## config.mk

```make
export PLATFORM = sky130hd
export DESIGN_NAME = three_rotor_substitution_cipher
export DESIGN_NICKNAME = d
export VERILOG_FILES = /design/src/hw/rtl/trsc_pkg.sv /design/src/hw/rtl/three_rotor_substitution_cipher.sv
export SDC_FILE = /design/constraint.sdc
export NUM_CORES = 1
export LEC_CHECK = 0
export BUFFER_PORTS_ARGS = -buffer_cell sky130_fd_sc_hd__buf_2
export CORE_MARGIN = 10
export CORE_UTILIZATION = 40
export CTS_BUF_LIST = sky130_fd_sc_hd__clkbuf_8 sky130_fd_sc_hd__clkbuf_16
export CTS_CLUSTER_DIAMETER = 30
export DETAILED_ROUTE_END_ITERATION = 12
export SETUP_SLACK_MARGIN = 0.5
export SLEW_MARGIN = 25
export SYNTH_ARGS = -nofsm -noshare
export SYNTH_HDL_FRONTEND = slang
export SYNTH_SLANG_ARGS = --single-unit
```

## constraint.sdc

```tcl
create_clock -name clock -period 17.6 [get_ports clock]
set_input_delay 1.76 -clock clock [delete_from_list [all_inputs] [get_ports clock]]
set_output_delay 1.76 -clock clock [all_outputs]
set_load 0.1 [all_outputs]
```

## src/hw/rtl/trsc_pkg.sv

```systemverilog
`timescale 1ns / 1ps
// ----------------------------------------------------------------------------
// trsc_pkg
// Types, command codes and rotor wiring tables for the three-rotor cipher.
// Symbols are coded 0 for '#' and 1..26 for 'A'..'Z'.
// ----------------------------------------------------------------------------
package trsc_pkg;

   localparam int ALPHABET_SIZE = 27;
   localparam int SYM_W         = 5;

   typedef logic [SYM_W-1:0] sym_type;
   typedef logic [1:0]       cmd_type;
   typedef logic [7:0]       byte_type;

   localparam cmd_type CMD_ENCODE = 2'd0;
   localparam cmd_type CMD_DECODE = 2'd1;
   localparam cmd_type CMD_REWIND = 2'd2;
   localparam cmd_type CMD_UNUSED = 2'd3;

   localparam byte_type CHAR_HASH  = 8'h23;
   localparam byte_type CHAR_SPACE = 8'h20;
   localparam byte_type CHAR_UC_A  = 8'h41;
   localparam byte_type CHAR_UC_Z  = 8'h5A;
   localparam byte_type CHAR_LC_A  = 8'h61;
   localparam byte_type CHAR_LC_Z  = 8'h7A;
   localparam byte_type CASE_DIFF  = 8'h20;
   localparam byte_type UC_BASE    = 8'h40;

   // Rotor wiring, position to symbol.
   localparam sym_type TAB_OUT [ALPHABET_SIZE] = '{
      5'd0,  5'd2,  5'd4,  5'd6,  5'd8,  5'd10, 5'd12, 5'd14, 5'd16,
      5'd18, 5'd20, 5'd22, 5'd24, 5'd26, 5'd1,  5'd3,  5'd5,  5'd7,
      5'd9,  5'd11, 5'd13, 5'd15, 5'd17, 5'd19, 5'd21, 5'd23, 5'd25};
   localparam sym_type TAB_MID [ALPHABET_SIZE] = '{
      5'd0,  5'd5,  5'd10, 5'd15, 5'd20, 5'd25, 5'd3,  5'd8,  5'd13,
      5'd18, 5'd23, 5'd1,  5'd6,  5'd11, 5'd16, 5'd21, 5'd26, 5'd4,
      5'd9,  5'd14, 5'd19, 5'd24, 5'd2,  5'd7,  5'd12, 5'd17, 5'd22};
   localparam sym_type TAB_INN [ALPHABET_SIZE] = '{
      5'd0,  5'd7,  5'd14, 5'd21, 5'd1,  5'd8,  5'd15, 5'd22, 5'd2,
      5'd9,  5'd16, 5'd23, 5'd3,  5'd10, 5'd17, 5'd24, 5'd4,  5'd11,
      5'd18, 5'd25, 5'd5,  5'd12, 5'd19, 5'd26, 5'd6,  5'd13, 5'd20};

   // Inverse wiring, symbol to position.
   localparam sym_type INV_OUT [ALPHABET_SIZE] = '{
      5'd0,  5'd14, 5'd1,  5'd15, 5'd2,  5'd16, 5'd3,  5'd17, 5'd4,
      5'd18, 5'd5,  5'd19, 5'd6,  5'd20, 5'd7,  5'd21, 5'd8,  5'd22,
      5'd9,  5'd23, 5'd10, 5'd24, 5'd11, 5'd25, 5'd12, 5'd26, 5'd13};
   localparam sym_type INV_MID [ALPHABET_SIZE] = '{
      5'd0,  5'd11, 5'd22, 5'd6,  5'd17, 5'd1,  5'd12, 5'd23, 5'd7,
      5'd18, 5'd2,  5'd13, 5'd24, 5'd8,  5'd19, 5'd3,  5'd14, 5'd25,
      5'd9,  5'd20, 5'd4,  5'd15, 5'd26, 5'd10, 5'd21, 5'd5,  5'd16};
   localparam sym_type INV_INN [ALPHABET_SIZE] = '{
      5'd0,  5'd4,  5'd8,  5'd12, 5'd16, 5'd20, 5'd24, 5'd1,  5'd5,
      5'd9,  5'd13, 5'd17, 5'd21, 5'd25, 5'd2,  5'd6,  5'd10, 5'd14,
      5'd18, 5'd22, 5'd26, 5'd3,  5'd7,  5'd11, 5'd15, 5'd19, 5'd23};

   localparam logic [SYM_W:0] MOD_WIDE = (SYM_W+1)'(ALPHABET_SIZE);

   function automatic sym_type add_mod(input sym_type a, input sym_type b);
      logic [SYM_W:0] s;
      s = {1'b0, a} + {1'b0, b};
      if (s >= MOD_WIDE) begin
         s = s - MOD_WIDE;
      end
      return s[SYM_W-1:0];
   endfunction

   function automatic sym_type sub_mod(input sym_type a, input sym_type b);
      logic [SYM_W:0] s;
      s = {1'b0, a} + MOD_WIDE - {1'b0, b};
      if (s >= MOD_WIDE) begin
         s = s - MOD_WIDE;
      end
      return s[SYM_W-1:0];
   endfunction

   function automatic byte_type sym_to_char(input sym_type s);
      return (s == '0) ? CHAR_HASH : (UC_BASE + {3'b000, s});
   endfunction

endpackage

```

## src/hw/rtl/three_rotor_substitution_cipher.sv

```systemverilog
`timescale 1ns / 1ps
// ----------------------------------------------------------------------------
// three_rotor_substitution_cipher
// Byte-wide three-rotor cipher: one character in, at most one character out.
//
//   Channel  Direction  Handshake           Payload
//   req      in         req_valid/stall     req_cmd, req_char_in
//   rsp      out        rsp_valid/stall     rsp_char_out, rsp_substituted
//
// One character per cycle sustained while rsp is not stalled. A character
// enters the input register, then takes the rotor path to the result register.
// Reset clears both rotor offsets to the home position and empties both
// registers. A stall on rsp holds the result and backs up into req_stall
// only when the input register is also occupied.
// ----------------------------------------------------------------------------
module three_rotor_substitution_cipher
   import trsc_pkg::*;
(
   input  logic     clock,
   input  logic     reset,
   input  logic     req_valid,
   output logic     req_stall,
   input  cmd_type  req_cmd,
   input  byte_type req_char_in,
   output logic     rsp_valid,
   input  logic     rsp_stall,
   output byte_type rsp_char_out,
   output logic     rsp_substituted
);

   // Input register.
   logic     s1_valid_ff, s1_valid_in;
   cmd_type  s1_cmd_ff;
   byte_type s1_char_ff;
   logic     s1_alpha_ff;
   sym_type  s1_inn_pos_ff;
   sym_type  s1_out_pos_ff;

   // Rotor state.
   sym_type  inner_offset_ff, inner_offset_in;
   sym_type  middle_offset_ff, middle_offset_in;

   // Result register.
   logic     rsp_valid_ff, rsp_valid_in;
   byte_type rsp_char_ff, rsp_char_in;
   logic     rsp_sub_ff, rsp_sub_in;

   logic     out_free;
   logic     s1_move;
   logic     req_take;
   logic     s1_is_cipher;
   byte_type std_char;
   logic     std_alpha;
   sym_type  std_sym;
   sym_type  enc_p, enc_q, dec_q, res_sym;
   sym_type  inner_step;

   assign out_free  = !rsp_valid_ff || !rsp_stall;
   assign s1_move   = s1_valid_ff && out_free;
   assign req_stall = s1_valid_ff && !out_free;
   assign req_take  = req_valid && !req_stall;

   // Standardize the incoming byte and find its rotor positions up front.
   always_comb begin
      std_char = req_char_in;
      if (req_char_in >= CHAR_LC_A && req_char_in <= CHAR_LC_Z) begin
         std_char = req_char_in - CASE_DIFF;
      end
      if (req_char_in == CHAR_SPACE) begin
         std_char = CHAR_HASH;
      end
      std_alpha = (std_char == CHAR_HASH) ||
                  (std_char >= CHAR_UC_A && std_char <= CHAR_UC_Z);
      std_sym   = (std_char == CHAR_HASH) ? '0 : SYM_W'(std_char - UC_BASE);
   end

   assign s1_valid_in = req_take ? 1'b1 : (s1_move ? 1'b0 : s1_valid_ff);

   always_ff @(posedge clock) begin
      if (reset) begin
         s1_valid_ff <= 1'b0;
      end else begin
         s1_valid_ff <= s1_valid_in;
      end
   end

   always_ff @(posedge clock) begin
      if (req_take) begin
         s1_cmd_ff     <= req_cmd;
         s1_char_ff    <= std_char;
         s1_alpha_ff   <= std_alpha;
         s1_inn_pos_ff <= std_alpha ? INV_INN[std_sym] : '0;
         s1_out_pos_ff <= std_alpha ? INV_OUT[std_sym] : '0;
      end
   end

   // Rotor path.
   always_comb begin
      enc_p   = add_mod(s1_inn_pos_ff, inner_offset_ff);
      enc_q   = add_mod(INV_MID[TAB_OUT[enc_p]], middle_offset_ff);
      dec_q   = INV_OUT[TAB_MID[sub_mod(s1_out_pos_ff, middle_offset_ff)]];
      res_sym = (s1_cmd_ff == CMD_ENCODE) ? TAB_OUT[enc_q]
                                          : TAB_INN[sub_mod(dec_q, inner_offset_ff)];
   end

   assign s1_is_cipher = (s1_cmd_ff == CMD_ENCODE) || (s1_cmd_ff == CMD_DECODE);
   assign inner_step   = add_mod(inner_offset_ff, SYM_W'(1));

   always_comb begin
      inner_offset_in  = inner_offset_ff;
      middle_offset_in = middle_offset_ff;
      if (s1_move) begin
         case (s1_cmd_ff)
            CMD_REWIND: begin
               inner_offset_in  = '0;
               middle_offset_in = '0;
            end
            CMD_ENCODE, CMD_DECODE: begin
               if (s1_alpha_ff) begin
                  inner_offset_in = inner_step;
                  // The middle rotor steps when the inner one wraps home.
                  if (inner_step == '0) begin
                     middle_offset_in = add_mod(middle_offset_ff, SYM_W'(1));
                  end
               end
            end
            default: begin
            end
         endcase
      end
   end

   always_ff @(posedge clock) begin
      if (reset) begin
         inner_offset_ff  <= '0;
         middle_offset_ff <= '0;
      end else begin
         inner_offset_ff  <= inner_offset_in;
         middle_offset_ff <= middle_offset_in;
      end
   end

   // Result register: loaded by cipher commands, held while stalled.
   always_comb begin
      rsp_valid_in = rsp_valid_ff && rsp_stall;
      rsp_char_in  = rsp_char_ff;
      rsp_sub_in   = rsp_sub_ff;
      if (s1_move && s1_is_cipher) begin
         rsp_valid_in = 1'b1;
         rsp_char_in  = s1_alpha_ff ? sym_to_char(res_sym) : s1_char_ff;
         rsp_sub_in   = s1_alpha_ff;
      end
   end

   always_ff @(posedge clock) begin
      if (reset) begin
         rsp_valid_ff <= 1'b0;
      end else begin
         rsp_valid_ff <= rsp_valid_in;
      end
   end

   always_ff @(posedge clock) begin
      rsp_char_ff <= rsp_char_in;
      rsp_sub_ff  <= rsp_sub_in;
   end

   assign rsp_valid       = rsp_valid_ff;
   assign rsp_char_out    = rsp_char_ff;
   assign rsp_substituted = rsp_sub_ff;

   // Offsets always stay inside the alphabet.
   offsets_in_range: assert property (@(posedge clock) disable iff (reset)
      inner_offset_ff < SYM_W'(ALPHABET_SIZE) && middle_offset_ff < SYM_W'(ALPHABET_SIZE))
      else $error("rotor offset out of range");

   // A rewind that leaves the input register homes both rotors.
   rewind_homes: assert property (@(posedge clock) disable iff (reset)
      s1_move && s1_cmd_ff == CMD_REWIND |=> inner_offset_ff == '0 && middle_offset_ff == '0)
      else $error("rewind did not home the rotors");

   // An item that leaves the input register with a non-cipher command gives no result.
   result_has_source: assert property (@(posedge clock) disable iff (reset)
      s1_move && !s1_is_cipher && !(rsp_valid_ff && rsp_stall) |=> !rsp_valid_ff)
      else $error("result produced by a command that gives none");

   // A substituted character is always an alphabet symbol.
   sub_in_alphabet: assert property (@(posedge clock) disable iff (reset)
      rsp_valid_ff && rsp_sub_ff |->
         rsp_char_ff == CHAR_HASH || (rsp_char_ff >= CHAR_UC_A && rsp_char_ff <= CHAR_UC_Z))
      else $error("substituted character outside the alphabet");

endmodule
```

After elaboration in Yosys (flattened, before gate mapping)
Memories as Yosys holds them, arrays and structs flattened. A register that Yosys moved wholly into a read port is not among the register bits.
Index checks and enable logic that the tools add are counted.
Word-level totals
  flip-flop bits (word level): 32
  ROM bits: 1280
  bits of input ports: 14
  output and inout bits: 11
  word-level logic and storage cells: 119
  memories kept: 8
Memories
  (name not given): words 32, bits a word 5, rd ports 1, clocked after memory_dff 0, wr ports 0, RTL line three_rotor_substitution_cipher.sv:103  | : TAB_INN[sub_mod(dec_q, inner_offset_ff)];
  (name not given): words 32, bits a word 5, rd ports 1, clocked after memory_dff 0, wr ports 0, RTL line three_rotor_substitution_cipher.sv:102  | res_sym = (s1_cmd_ff == CMD_ENCODE) ? TAB_OUT[enc_q]
  (name not given): words 32, bits a word 5, rd ports 1, clocked after memory_dff 0, wr ports 0, RTL line three_rotor_substitution_cipher.sv:101  | dec_q = INV_OUT[TAB_MID[sub_mod(s1_out_pos_ff, middle_offset_ff)]];
  (name not given): words 32, bits a word 5, rd ports 1, clocked after memory_dff 0, wr ports 0, RTL line three_rotor_substitution_cipher.sv:101
  (name not given): words 32, bits a word 5, rd ports 1, clocked after memory_dff 0, wr ports 0, RTL line three_rotor_substitution_cipher.sv:100  | enc_q = add_mod(INV_MID[TAB_OUT[enc_p]], middle_offset_ff);
  (name not given): words 32, bits a word 5, rd ports 1, clocked after memory_dff 0, wr ports 0, RTL line three_rotor_substitution_cipher.sv:100
  +2 memories
Operators by class
  $add $sub $neg: 17
  magnitude comparators: 16
  eq/ne operators: 6
  mux-type cells: 32
  bitwise operators: 7
  reductions and logical operators: 24
Operator list (number)
  two-way mux 5 bit: 23
  inverter 5 -> 6 bit: 7
  greater-or-equal comparator 6 x 5 -> 1 bit, second input constant: 6
  greater-or-equal comparator 6 bit, second input constant: 6
  two-way mux 8 bit: 4
  subtractor 5 bit, second input constant: 6
  one-hot mux 5 bit (2 select lines): 2
  == test 8 x 6 -> 1 bit, second input constant: 2
  greater-or-equal comparator 8 x 7 -> 1 bit, second input constant: 2
  less-or-equal comparator 8 x 7 -> 1 bit, second input constant: 2
  adder 5 x 1 -> 6 bit, second input constant: 2
  adder 5 x 5 -> 6 bit: 2
  adder 5 x 5 -> 6 bit, second input constant: 2
  subtractor 6 x 5 -> 6 bit: 2
  zero test 5 bit: 2
  adder 7 x 5 -> 8 bit, first input constant: 1
  subtractor 8 x 6 -> 8 bit, second input constant: 1
  logical AND 1 bit: 7
  zero test 1 bit: 6
  subtractor 5 x 1 -> 5 bit, second input constant: 1
  != test 2 bit, second input constant: 2
  AND reduction 4 bit: 1
  nonzero test 2 bit: 2
  logical OR 1 bit: 3
  other kinds (6): 8

Longest topological paths before layout
Gate-level depths: netlist of the first run.
  depth in word-level cells: 24
  gate-level depth with buffers: 36
  gate-level depth less buffers: 35

Worst setup path before layout of the first run
No wires, ideal clock.
  path type: reg2reg
  start point: register middle_offset_ff[1]
  end point: register rsp_char_ff[6] (netlist: rsp_char_out[6]) (data pin)
  library setup time: 254 ps
  arrival: 7801 ps
  data required time: 17346 ps
  path slack: 9544 ps
  stages on the path, launching flop included: 31
  buffers on the path: 0
  period minus slack after synthesis: 8056 ps
  path through: dfxtp_1 -> inv_1 -> ha_1 -> ha_1 -> fa_1 -> a21o_1 -> a211oi_1 -> o22ai_1 -> xor2_1 -> inv_1 -> ha_1 -> mux2i_1 -> a211oi_1 -> a311o_1 -> ha_1 -> mux2i_1 -> ha_1 -> ha_1 -> fa_1 -> xnor2_1 -> or4_1 -> o211ai_2 -> mux2i_1 -> inv_1 -> ha_1 -> o311ai_0 -> a221oi_1 -> a211oi_1 -> nor3b_1 -> or4_4 -> o21a_1
On the way
  cells in the longest elaborated chain, start to end: 23
  elaborated cells on any way between the ends: 34
  classes of those cells: 8 x add/sub; 3 x order compare; 14 x mux; 4 x bitwise; 1 x reduce/logical; 4 x memory
RTL lines
  start: declaration: RTL line three_rotor_substitution_cipher.sv:41  | sym_type middle_offset_ff, middle_offset_in;
  start signal: assignment: RTL line three_rotor_substitution_cipher.sv:139  | middle_offset_ff <= middle_offset_in;
  subtractor 6 x 5 -> 6 bit: RTL line trsc_pkg.sv:71  | s = {1'b0, a} + MOD_WIDE - {1'b0, b};
  subtractor 5 bit / greater-or-equal comparator 6 x 5 -> 1 bit (equally long branches): RTL line trsc_pkg.sv:73, trsc_pkg.sv:72
  two-way mux 5 bit: RTL line trsc_pkg.sv:72  | if (s >= MOD_WIDE) begin
  inverter 5 -> 6 bit (not written as such): RTL line three_rotor_substitution_cipher.sv:101
  memory (32 x 5 bit)
  two-way mux 5 bit (not written as such) (2 in a row): RTL line three_rotor_substitution_cipher.sv:101
  inverter 5 -> 6 bit (not written as such): RTL line three_rotor_substitution_cipher.sv:101
  memory (32 x 5 bit)
  (+5 left out)
  two-way mux 5 bit: RTL line trsc_pkg.sv:72
  inverter 5 -> 6 bit (not written as such): RTL line three_rotor_substitution_cipher.sv:103
  memory (32 x 5 bit)
  two-way mux 5 bit (not written as such) (2 in a row): RTL line three_rotor_substitution_cipher.sv:103
  two-way mux 5 bit (*): RTL line three_rotor_substitution_cipher.sv:102
  adder 7 x 5 -> 8 bit / zero test 5 bit (equally long branches): RTL line trsc_pkg.sv:79  | return (s == '0) ? CHAR_HASH : (UC_BASE + {3'b000, s});
  two-way mux 8 bit (*): RTL line trsc_pkg.sv:79
  two-way mux 8 bit (*): RTL line three_rotor_substitution_cipher.sv:150  | rsp_char_in = s1_alpha_ff ? sym_to_char(res_sym) : s1_char_ff;
  end signal: assignment: RTL line three_rotor_substitution_cipher.sv:164  | rsp_char_ff <= rsp_char_in;
  end: declaration: RTL line three_rotor_substitution_cipher.sv:45  | byte_type rsp_char_ff, rsp_char_in;
Mark *: on every way between the ends. The rest lies on a longest branch, timed or not. The select of a mux whose other input is x is not followed.
A chain may end at the register's enable or synchronous reset.

Final worst setup path of the first run
Same ends and word-level chain as after synthesis.

==> reports/qor.yml, run 1 <==
synthesis:
  synth_warnings: 0
  synth-seq-cells: 42
  synth.avg_cell_area_um2: 8.11
  synth_nets: 814
  netlist_area_pre_place_um2: 5870
  synthDominantAreaCellType: "sky130_fd_sc_hd__edfxtp_1"
  synth_top_area_share: 0.153
  syn_inst: 724
  synthTopCellsByArea: "sky130_fd_sc_hd__edfxtp_1 15%, sky130_fd_sc_hd__ha_1 15%, sky130_fd_sc_hd__nor2_1 5.2%, sky130_fd_sc_hd__mux2i_1 4.4%, sky130_fd_sc_hd__dfxtp_1 4.1%"
  synth.lib_cells_used.distinct: 83
  ys_seq_area_frac: 0.194
  yosys_most_used_dff: "sky130_fd_sc_hd__edfxtp_1"
  async_reset_ff_frac: 0
  yosysMostFrequentCell: "sky130_fd_sc_hd__nor2_1"
  leading_post_synthesis_cells_by_instance_count: "81 x sky130_fd_sc_hd__nor2_1, 72 x sky130_fd_sc_hd__ha_1, 55 x sky130_fd_sc_hd__nand2_1"
  synth-edff-count: 30
cells_and_area:
  final_cell_count_no_fill: 911
  number_of_diodes: 0
  final_core_utilization: 0.433
  area_delta_synth_final_pct: 6.69
  layout-drive-gt1-share: 0.0922
  finalNetCount: 816
worst_setup_path:
  worst_path_largest_cell_delay_ps: 840
  cp.arrival_ps: 9470
  worstPathMaxFanout: 14
  critical_path_class: "flop to flop"
  worstRegToRegCells: 30
  setup.worst_path.end_class: "flop"
  critPathSlowestCell: "sky130_fd_sc_hd__fa_1"
  worstReg2RegStart: "middle_offset_ff[1]"
  startpoint: "middle_offset_ff[1]"
  worstReg2RegEnd: "rsp_char_out[6]"
  cp_data_required_time_ps: 17650
  cp-start-kind: "flop"
  reg2reg_setup_slack_ps: 8180
  crit_path_frequent_cell: "sky130_fd_sc_hd__ha_1"
  timing.critical_path.to: "rsp_char_out[6]"
global_routing:
  grt_pass1_wl_mm: 24.6
  globalRouteTotalUtil: 0.144
  number_of_antenna_violations_at_the_first_check_in_global_routing: 0
  grt_pass1_vias: 4934
  pin_count_of_the_biggest_net_entering_global_routing: 25
  total_grt_overflow: 0
detailed_routing:
  drt-pass1-iter-count: 5
  dr_total_vias: 5314
  post_drt_via_cell_ratio: 5.83
  final_antenna_net_count: 0
  total_routed_length_mm: 14.8
  drt_iter0_drc: 383
  wire_per_inst_um: 16.3
  remaining_drc_errors: 0
clock_tree:
  cts_max_path_buffers: 2
  clock_latency_ps: 290
  worst_setup_hold_path_clk_slew_ps: 60
  tritoncts_num_sinks: 42
  cts.repair.resized: 0
  post-cts-setup-buffers: 0
  clock-root-buffer: "sky130_fd_sc_hd__clkbuf_16"
  clock_buffers_created_by_tritoncts: 5
  cts_hold_buf: 0
  cts_h_tree_depth: 2
  tritoncts: "built"
worst_hold_path:
  min_path_type: "flop to flop"
sta:
  fin_setup_tns_ps: 0
  min_period_over_period: 0.535
  grt_setup_unrepaired: "no"
  final-max-slew-violation-count: 0
  maxClockFrequency_ghz: 0.106
  finalWorstSetupSlack_ps: 8180
  max_slew.worst_pin.slew_ps: 1010
  setup_viol_count_final: 0
  max-slew-margin-rel: 0.325
  final_hold_viol_count: 0
  period_minus_slack_ps: 9420
  fin_skew_ps: 4.62
floorplanning:
  boundaryPins: 25
  chipWidth_um: 141
  core_area_um2: 14500
  start_util: 0.406
  rows: 44
  fp.dieH_um: 141
  die-area_um2: 19900
status:
  result_of_the_run: "completed"
power:
  vdd_ir_drop_max_mv: 0.139
  p_leak_uw: 0.00264
  p_sw_frac: 0.545
  pwr-share-comb: 0.826
  power.switching_uw: 676
  p_per_area_nw_per_um2: 198
  clkPwrFrac: 0.074
  sequentialPowerShare: 0.100
  cell_internal_pwr_uw: 564
placed_design:
  routabilityCongestion: 0.870
  dp_slack_ps: 8320
  placedCellCount: 903
  io_buffer_count: 24
  dpl.hpwl_mm: 11.7
flow_run:
  number_of_max_cap_violations: 0
## layer usage
layer	up-vias	wire length (µm)	GRT usage
met1	2514	7200	0.196
li1	2673	-	-
met3	14	554	0.0202
met4	0	150	0.0250
met2	113	6920	0.239
met5	-	0	0
## state kept, by name, indices dropped and copies added, names as in the netlist
register / count
rsp_char_out: 8
s1_char_ff: 8
inner_offset_ff: 5
middle_offset_ff: 5
s1_inn_pos_ff: 5
s1_out_pos_ff: 5
s1_cmd_ff: 2
rsp_substituted: 1
rsp_valid: 1
s1_alpha_ff: 1
s1_valid_ff: 1
## final cells by class
class                   instances  area [µm²]
well taps                     184         230
clock buffers                   5         125
inverters                      53         199
clock inverters                 3        17.5
repair buffers                 25         128
multi-input cells             599        4420
flip-flops and latches         42        1140
fillers                      1456        8210
## power by group through the flow
stage / Sequential, µW / Clock [µW] / Combinational (µW)
after global routing: 125 / 97.1 / 1130
after global placement: 126 / 0 / 976
after CTS: 124 / 93.1 / 1000
final: 124 / 91.8 / 1020
after floorplan: 150 / 0 / 775
after detailed placement: 126 / 0 / 996
## logic make-up after synthesis
logic type	synth area share
compound gates	0.257
fa+ha+maj	0.167
flops	0.194
simple gates	0.208
mux	0.0678
buf+inv	0.0545
xor+xnor	0.0516
## worst min path at each step
stage / start / to / slack, ps / cells past startpoint
2_1_floorplan: middle_offset_ff[4] / middle_offset_ff[4] / 490 / 2
6_report: s1_char_ff[7] / rsp_char_out[7] / 550 / 1
4_1_cts: middle_offset_ff[1] / middle_offset_ff[1] / 550 / 2
3_5_place_dp: rsp_valid / rsp_valid / 540 / 2
3_3_place_gp: s1_char_ff[7] / rsp_char_out[7] / 520 / 1
5_1_grt: rsp_valid / rsp_valid / 580 / 2
## worst max-delay path: cells and delay by family (launching register included)
family / cells / cell delay, ps
adder cells (fa/ha/maj): 8 / 2960
AO/OA/AOI/OAI: 12 / 2860
AND/OR/NAND/NOR: 4 / 1390
multiplexers: 2 / 590
XOR/XNOR: 1 / 560
flip-flops: 1 / 450
buffers and inverters: 3 / 390
## cell usage in the layout (no fill, tap or decap), drive strengths merged, types with 4 or more instances in the layout
cell,count
o221ai,4
nor3b,9
inv,54
or3,6
dfxtp,12
a221oi,4
or4,6
nand3,12
o22ai,8
o31ai,4
and2,5
mux2i,27
a21oi,40
ha,72
xnor2,18
o21ai,40
o22a,4
a21o,7
fa,4
nand2b,16
a31oi,9
nor2,81
xor2,14
a211oi,19
nand2,55
buf,25
o21bai,5
edfxtp,30
clkbuf,5
o211ai,12
a22o,4
nor2b,14
mux2,9
and3,5
a211o,5
nor3,19
## through the flow
| step | total power [µW] | hold slack, ps | cell area [µm²] |
|---|---|---|---|
| floorplan | 925 | 486 | 5870 |
| global placement | 1100 | 518 | 6110 |
| detailed placement | 1120 | 542 | 6120 |
| CTS | 1220 | 553 | 6260 |
| global route | 1360 | 581 | 6260 |
| finish | 1240 | 546 | 6260 |
No activity file was read; power rests on OpenSTA's default activity.
==> inputs of run 2 (changes only) <==
==> constraint.sdc (replaced) <==
create_clock -name clock -period 8.4 [get_ports clock]
set_input_delay 0.84 -clock clock [delete_from_list [all_inputs] [get_ports clock]]
set_output_delay 0.84 -clock clock [all_outputs]
set_load 0.1 [all_outputs]
==> run 2 against run 1 <==
Largest cell class unchanged. Critical endpoint unchanged. Non-clock buffer count rose by 58. Register-to-register slack got worse by 7600 ps. Hold slack got worse by 4.3 ps.
==> reports/qor.yml, run 2 (synthesis results as in run 1) <==
status:
  result_of_the_run: "completed"
detailed_routing:
  total_routed_length_mm: 15.6  # +5.5%
  remaining_drc_errors: 0  # unchanged
  drt_iter0_drc: 356  # -7.0%
  post_drt_via_cell_ratio: 5.80  # -0.61%
  drt-pass1-iter-count: 5  # unchanged
  final_antenna_net_count: 0  # unchanged
  wire_per_inst_um: 16.1  # -0.79%
  dr_total_vias: 5618  # +5.7%
clock_tree:
  clock-root-buffer: "sky130_fd_sc_hd__clkbuf_16"
  clock_buffers_created_by_tritoncts: 5  # unchanged
  tritoncts: "built"
  clock_latency_ps: 290  # about the same
  tritoncts_num_sinks: 42  # unchanged
  cts_hold_buf: 0  # unchanged
  cts_h_tree_depth: 2  # unchanged
  worst_setup_hold_path_clk_slew_ps: 70  # about the same
  cts_max_path_buffers: 2  # unchanged
power:
  p_leak_uw: 0.00296  # +12%
  vdd_ir_drop_max_mv: 0.344  # +150%
  p_per_area_nw_per_um2: 451  # +130%
floorplanning:
  fp.dieH_um: 141  # unchanged
  boundaryPins: 25  # unchanged
  die-area_um2: 19900  # unchanged
  chipWidth_um: 141  # unchanged
  core_area_um2: 14500  # unchanged
  start_util: 0.406  # unchanged
  rows: 44  # unchanged
worst_setup_path:
  cp-start-kind: "flop"
  worst_path_largest_cell_delay_ps: 600  # -240 ps
  cp.arrival_ps: 7840  # -1630 ps
  critical_path_class: "flop to flop"
  worstPathMaxFanout: 5  # -9
  setup.worst_path.end_class: "flop"
  critPathSlowestCell: "sky130_fd_sc_hd__or4_4"
  cp_data_required_time_ps: 8440  # -9210 ps
worst_hold_path:
  min_path_type: "flop to flop"
sta:
  grt_setup_unrepaired: "yes"
  hold_slack_ps: 542  # -4.35 ps
  maxClockFrequency_ghz: 0.128  # +21%
  fin_setup_tns_ps: 0  # unchanged
  max_slew.worst_pin.slew_ps: 747  # -266 ps
  setup_viol_count_final: 0  # unchanged
  final-max-slew-violation-count: 0  # unchanged
  final_hold_viol_count: 0  # unchanged
  min_period_over_period: 0.928  # +0.393
  period_minus_slack_ps: 7800  # -1630 ps
  max-slew-margin-rel: 0.501  # +0.177
  fin_skew_ps: 10.2  # +5.57 ps
placed_design:
  place_area_um2: 6380  # +4.3%
  dpl.hpwl_mm: 12.0  # +2.5%
  io_buffer_count: 24  # unchanged
  routabilityCongestion: 0.869  # -0.13%
cells_and_area:
  ff_latch_area_um2: 1150  # +0.44%
  mostFrequentLayoutCells: "77 x sky130_fd_sc_hd__nor2_1, 59 x sky130_fd_sc_hd__ha_1, 57 x sky130_fd_sc_hd__buf_4"
  area_delta_synth_final_pct: 19.9
  layout-drive-gt1-share: 0.225  # +0.133
  mostFrequentLayoutCell: "sky130_fd_sc_hd__nor2_1"
  filler_cell_count: 1374  # -5.6%
  number_of_diodes: 0  # unchanged
  multiInputGateArea_um2: 4740  # +7.2%
  finalInstanceArea_um2: 7040  # +12%
  finalNetCount: 874  # +7.1%
global_routing:
  grt_pass1_wl_mm: 24.7  # +0.28%
  total_grt_overflow: 0  # unchanged
  grt_pass1_vias: 5189  # +5.2%
  number_of_antenna_violations_at_the_first_check_in_global_routing: 0  # unchanged
  pin_count_of_the_biggest_net_entering_global_routing: 25  # unchanged
  globalRouteTotalUtil: 0.146  # +0.00127
flow_run:
  number_of_max_cap_violations: 0  # unchanged
[run 2: cell types whose count changed in the layout (fill, tap and decap cells not counted), moves of 5 or more]
cell                      before  now
sky130_fd_sc_hd__buf_4         1   57
sky130_fd_sc_hd__ha_1         72   59
sky130_fd_sc_hd__ha_2          0    7
sky130_fd_sc_hd__ha_4          0    6
sky130_fd_sc_hd__a21oi_1      39   34
[run 2: path summary, 6_finish.rpt]
check	slack (ps)	from	endpoint	depth (start not counted)
hold / removal	540	rsp_valid	rsp_valid	2
setup reg to reg	600	s1_out_pos_ff[1]	rsp_char_out[6]	28
hold reg to reg	540	rsp_valid	rsp_valid	2
setup / recovery	600	s1_out_pos_ff[1]	rsp_char_out[6]	28
[run 2: power breakdown]
group | leakage (µW) | switching (µW) | internal (µW) | total (µW)
Sequential | 0.000390 | 8.49 | 252 | 260
Combinational | 0.00250 | 1490 | 1230 | 2720
Clock | 0.0000708 | 85.0 | 111 | 196
[run 2: metrics by stage]
step	util	setup slack [ps]	power, µW	instances
6_report	0.486	602	3180	969
5_1_grt	0.486	349	3430	969
4_1_cts	0.455	509	2710	948
3_5_place_dp	0.441	258	2430	936
3_3_place_gp	0.441	351	2420	936
2_1_floorplan	-	516	1940	724
[run 2: critical path: cells and delay by family (launching register included)]
family	cells	cell delay [ps]
flip-flops	1	420
AND/OR/NAND/NOR	3	1310
AO/OA/AOI/OAI	10	2180
multiplexers	4	880
adder cells (fa/ha/maj)	9	2480
XOR/XNOR	1	180
buffers and inverters	1	90
[run 2: area by class of cell]
cell class,count,area share
Multi-Input combinational cell,599,0.673
Clock inverter,3,0.00320
Tap cell,184,0.0327
Inverter,53,0.0282
Timing Repair Buffer,83,0.0823
Clock buffer,5,0.0178
Sequential cell,42,0.163
[run 2: per-layer routing]
layer	part of all wire	GRT usage	vias to the layer above
met5	0	0	-
met4	0.018	0.0353	0
met3	0.040	0.0255	20
met2	0.50	0.254	128
met1	0.44	0.181	2682
li1	-	-	2788
[run 2: timing repair]
item,in CTS,in global routing
pin swaps,5,41
resized for setup,9,62
setup buffers,4,21
setup endpoints to repair,5,5
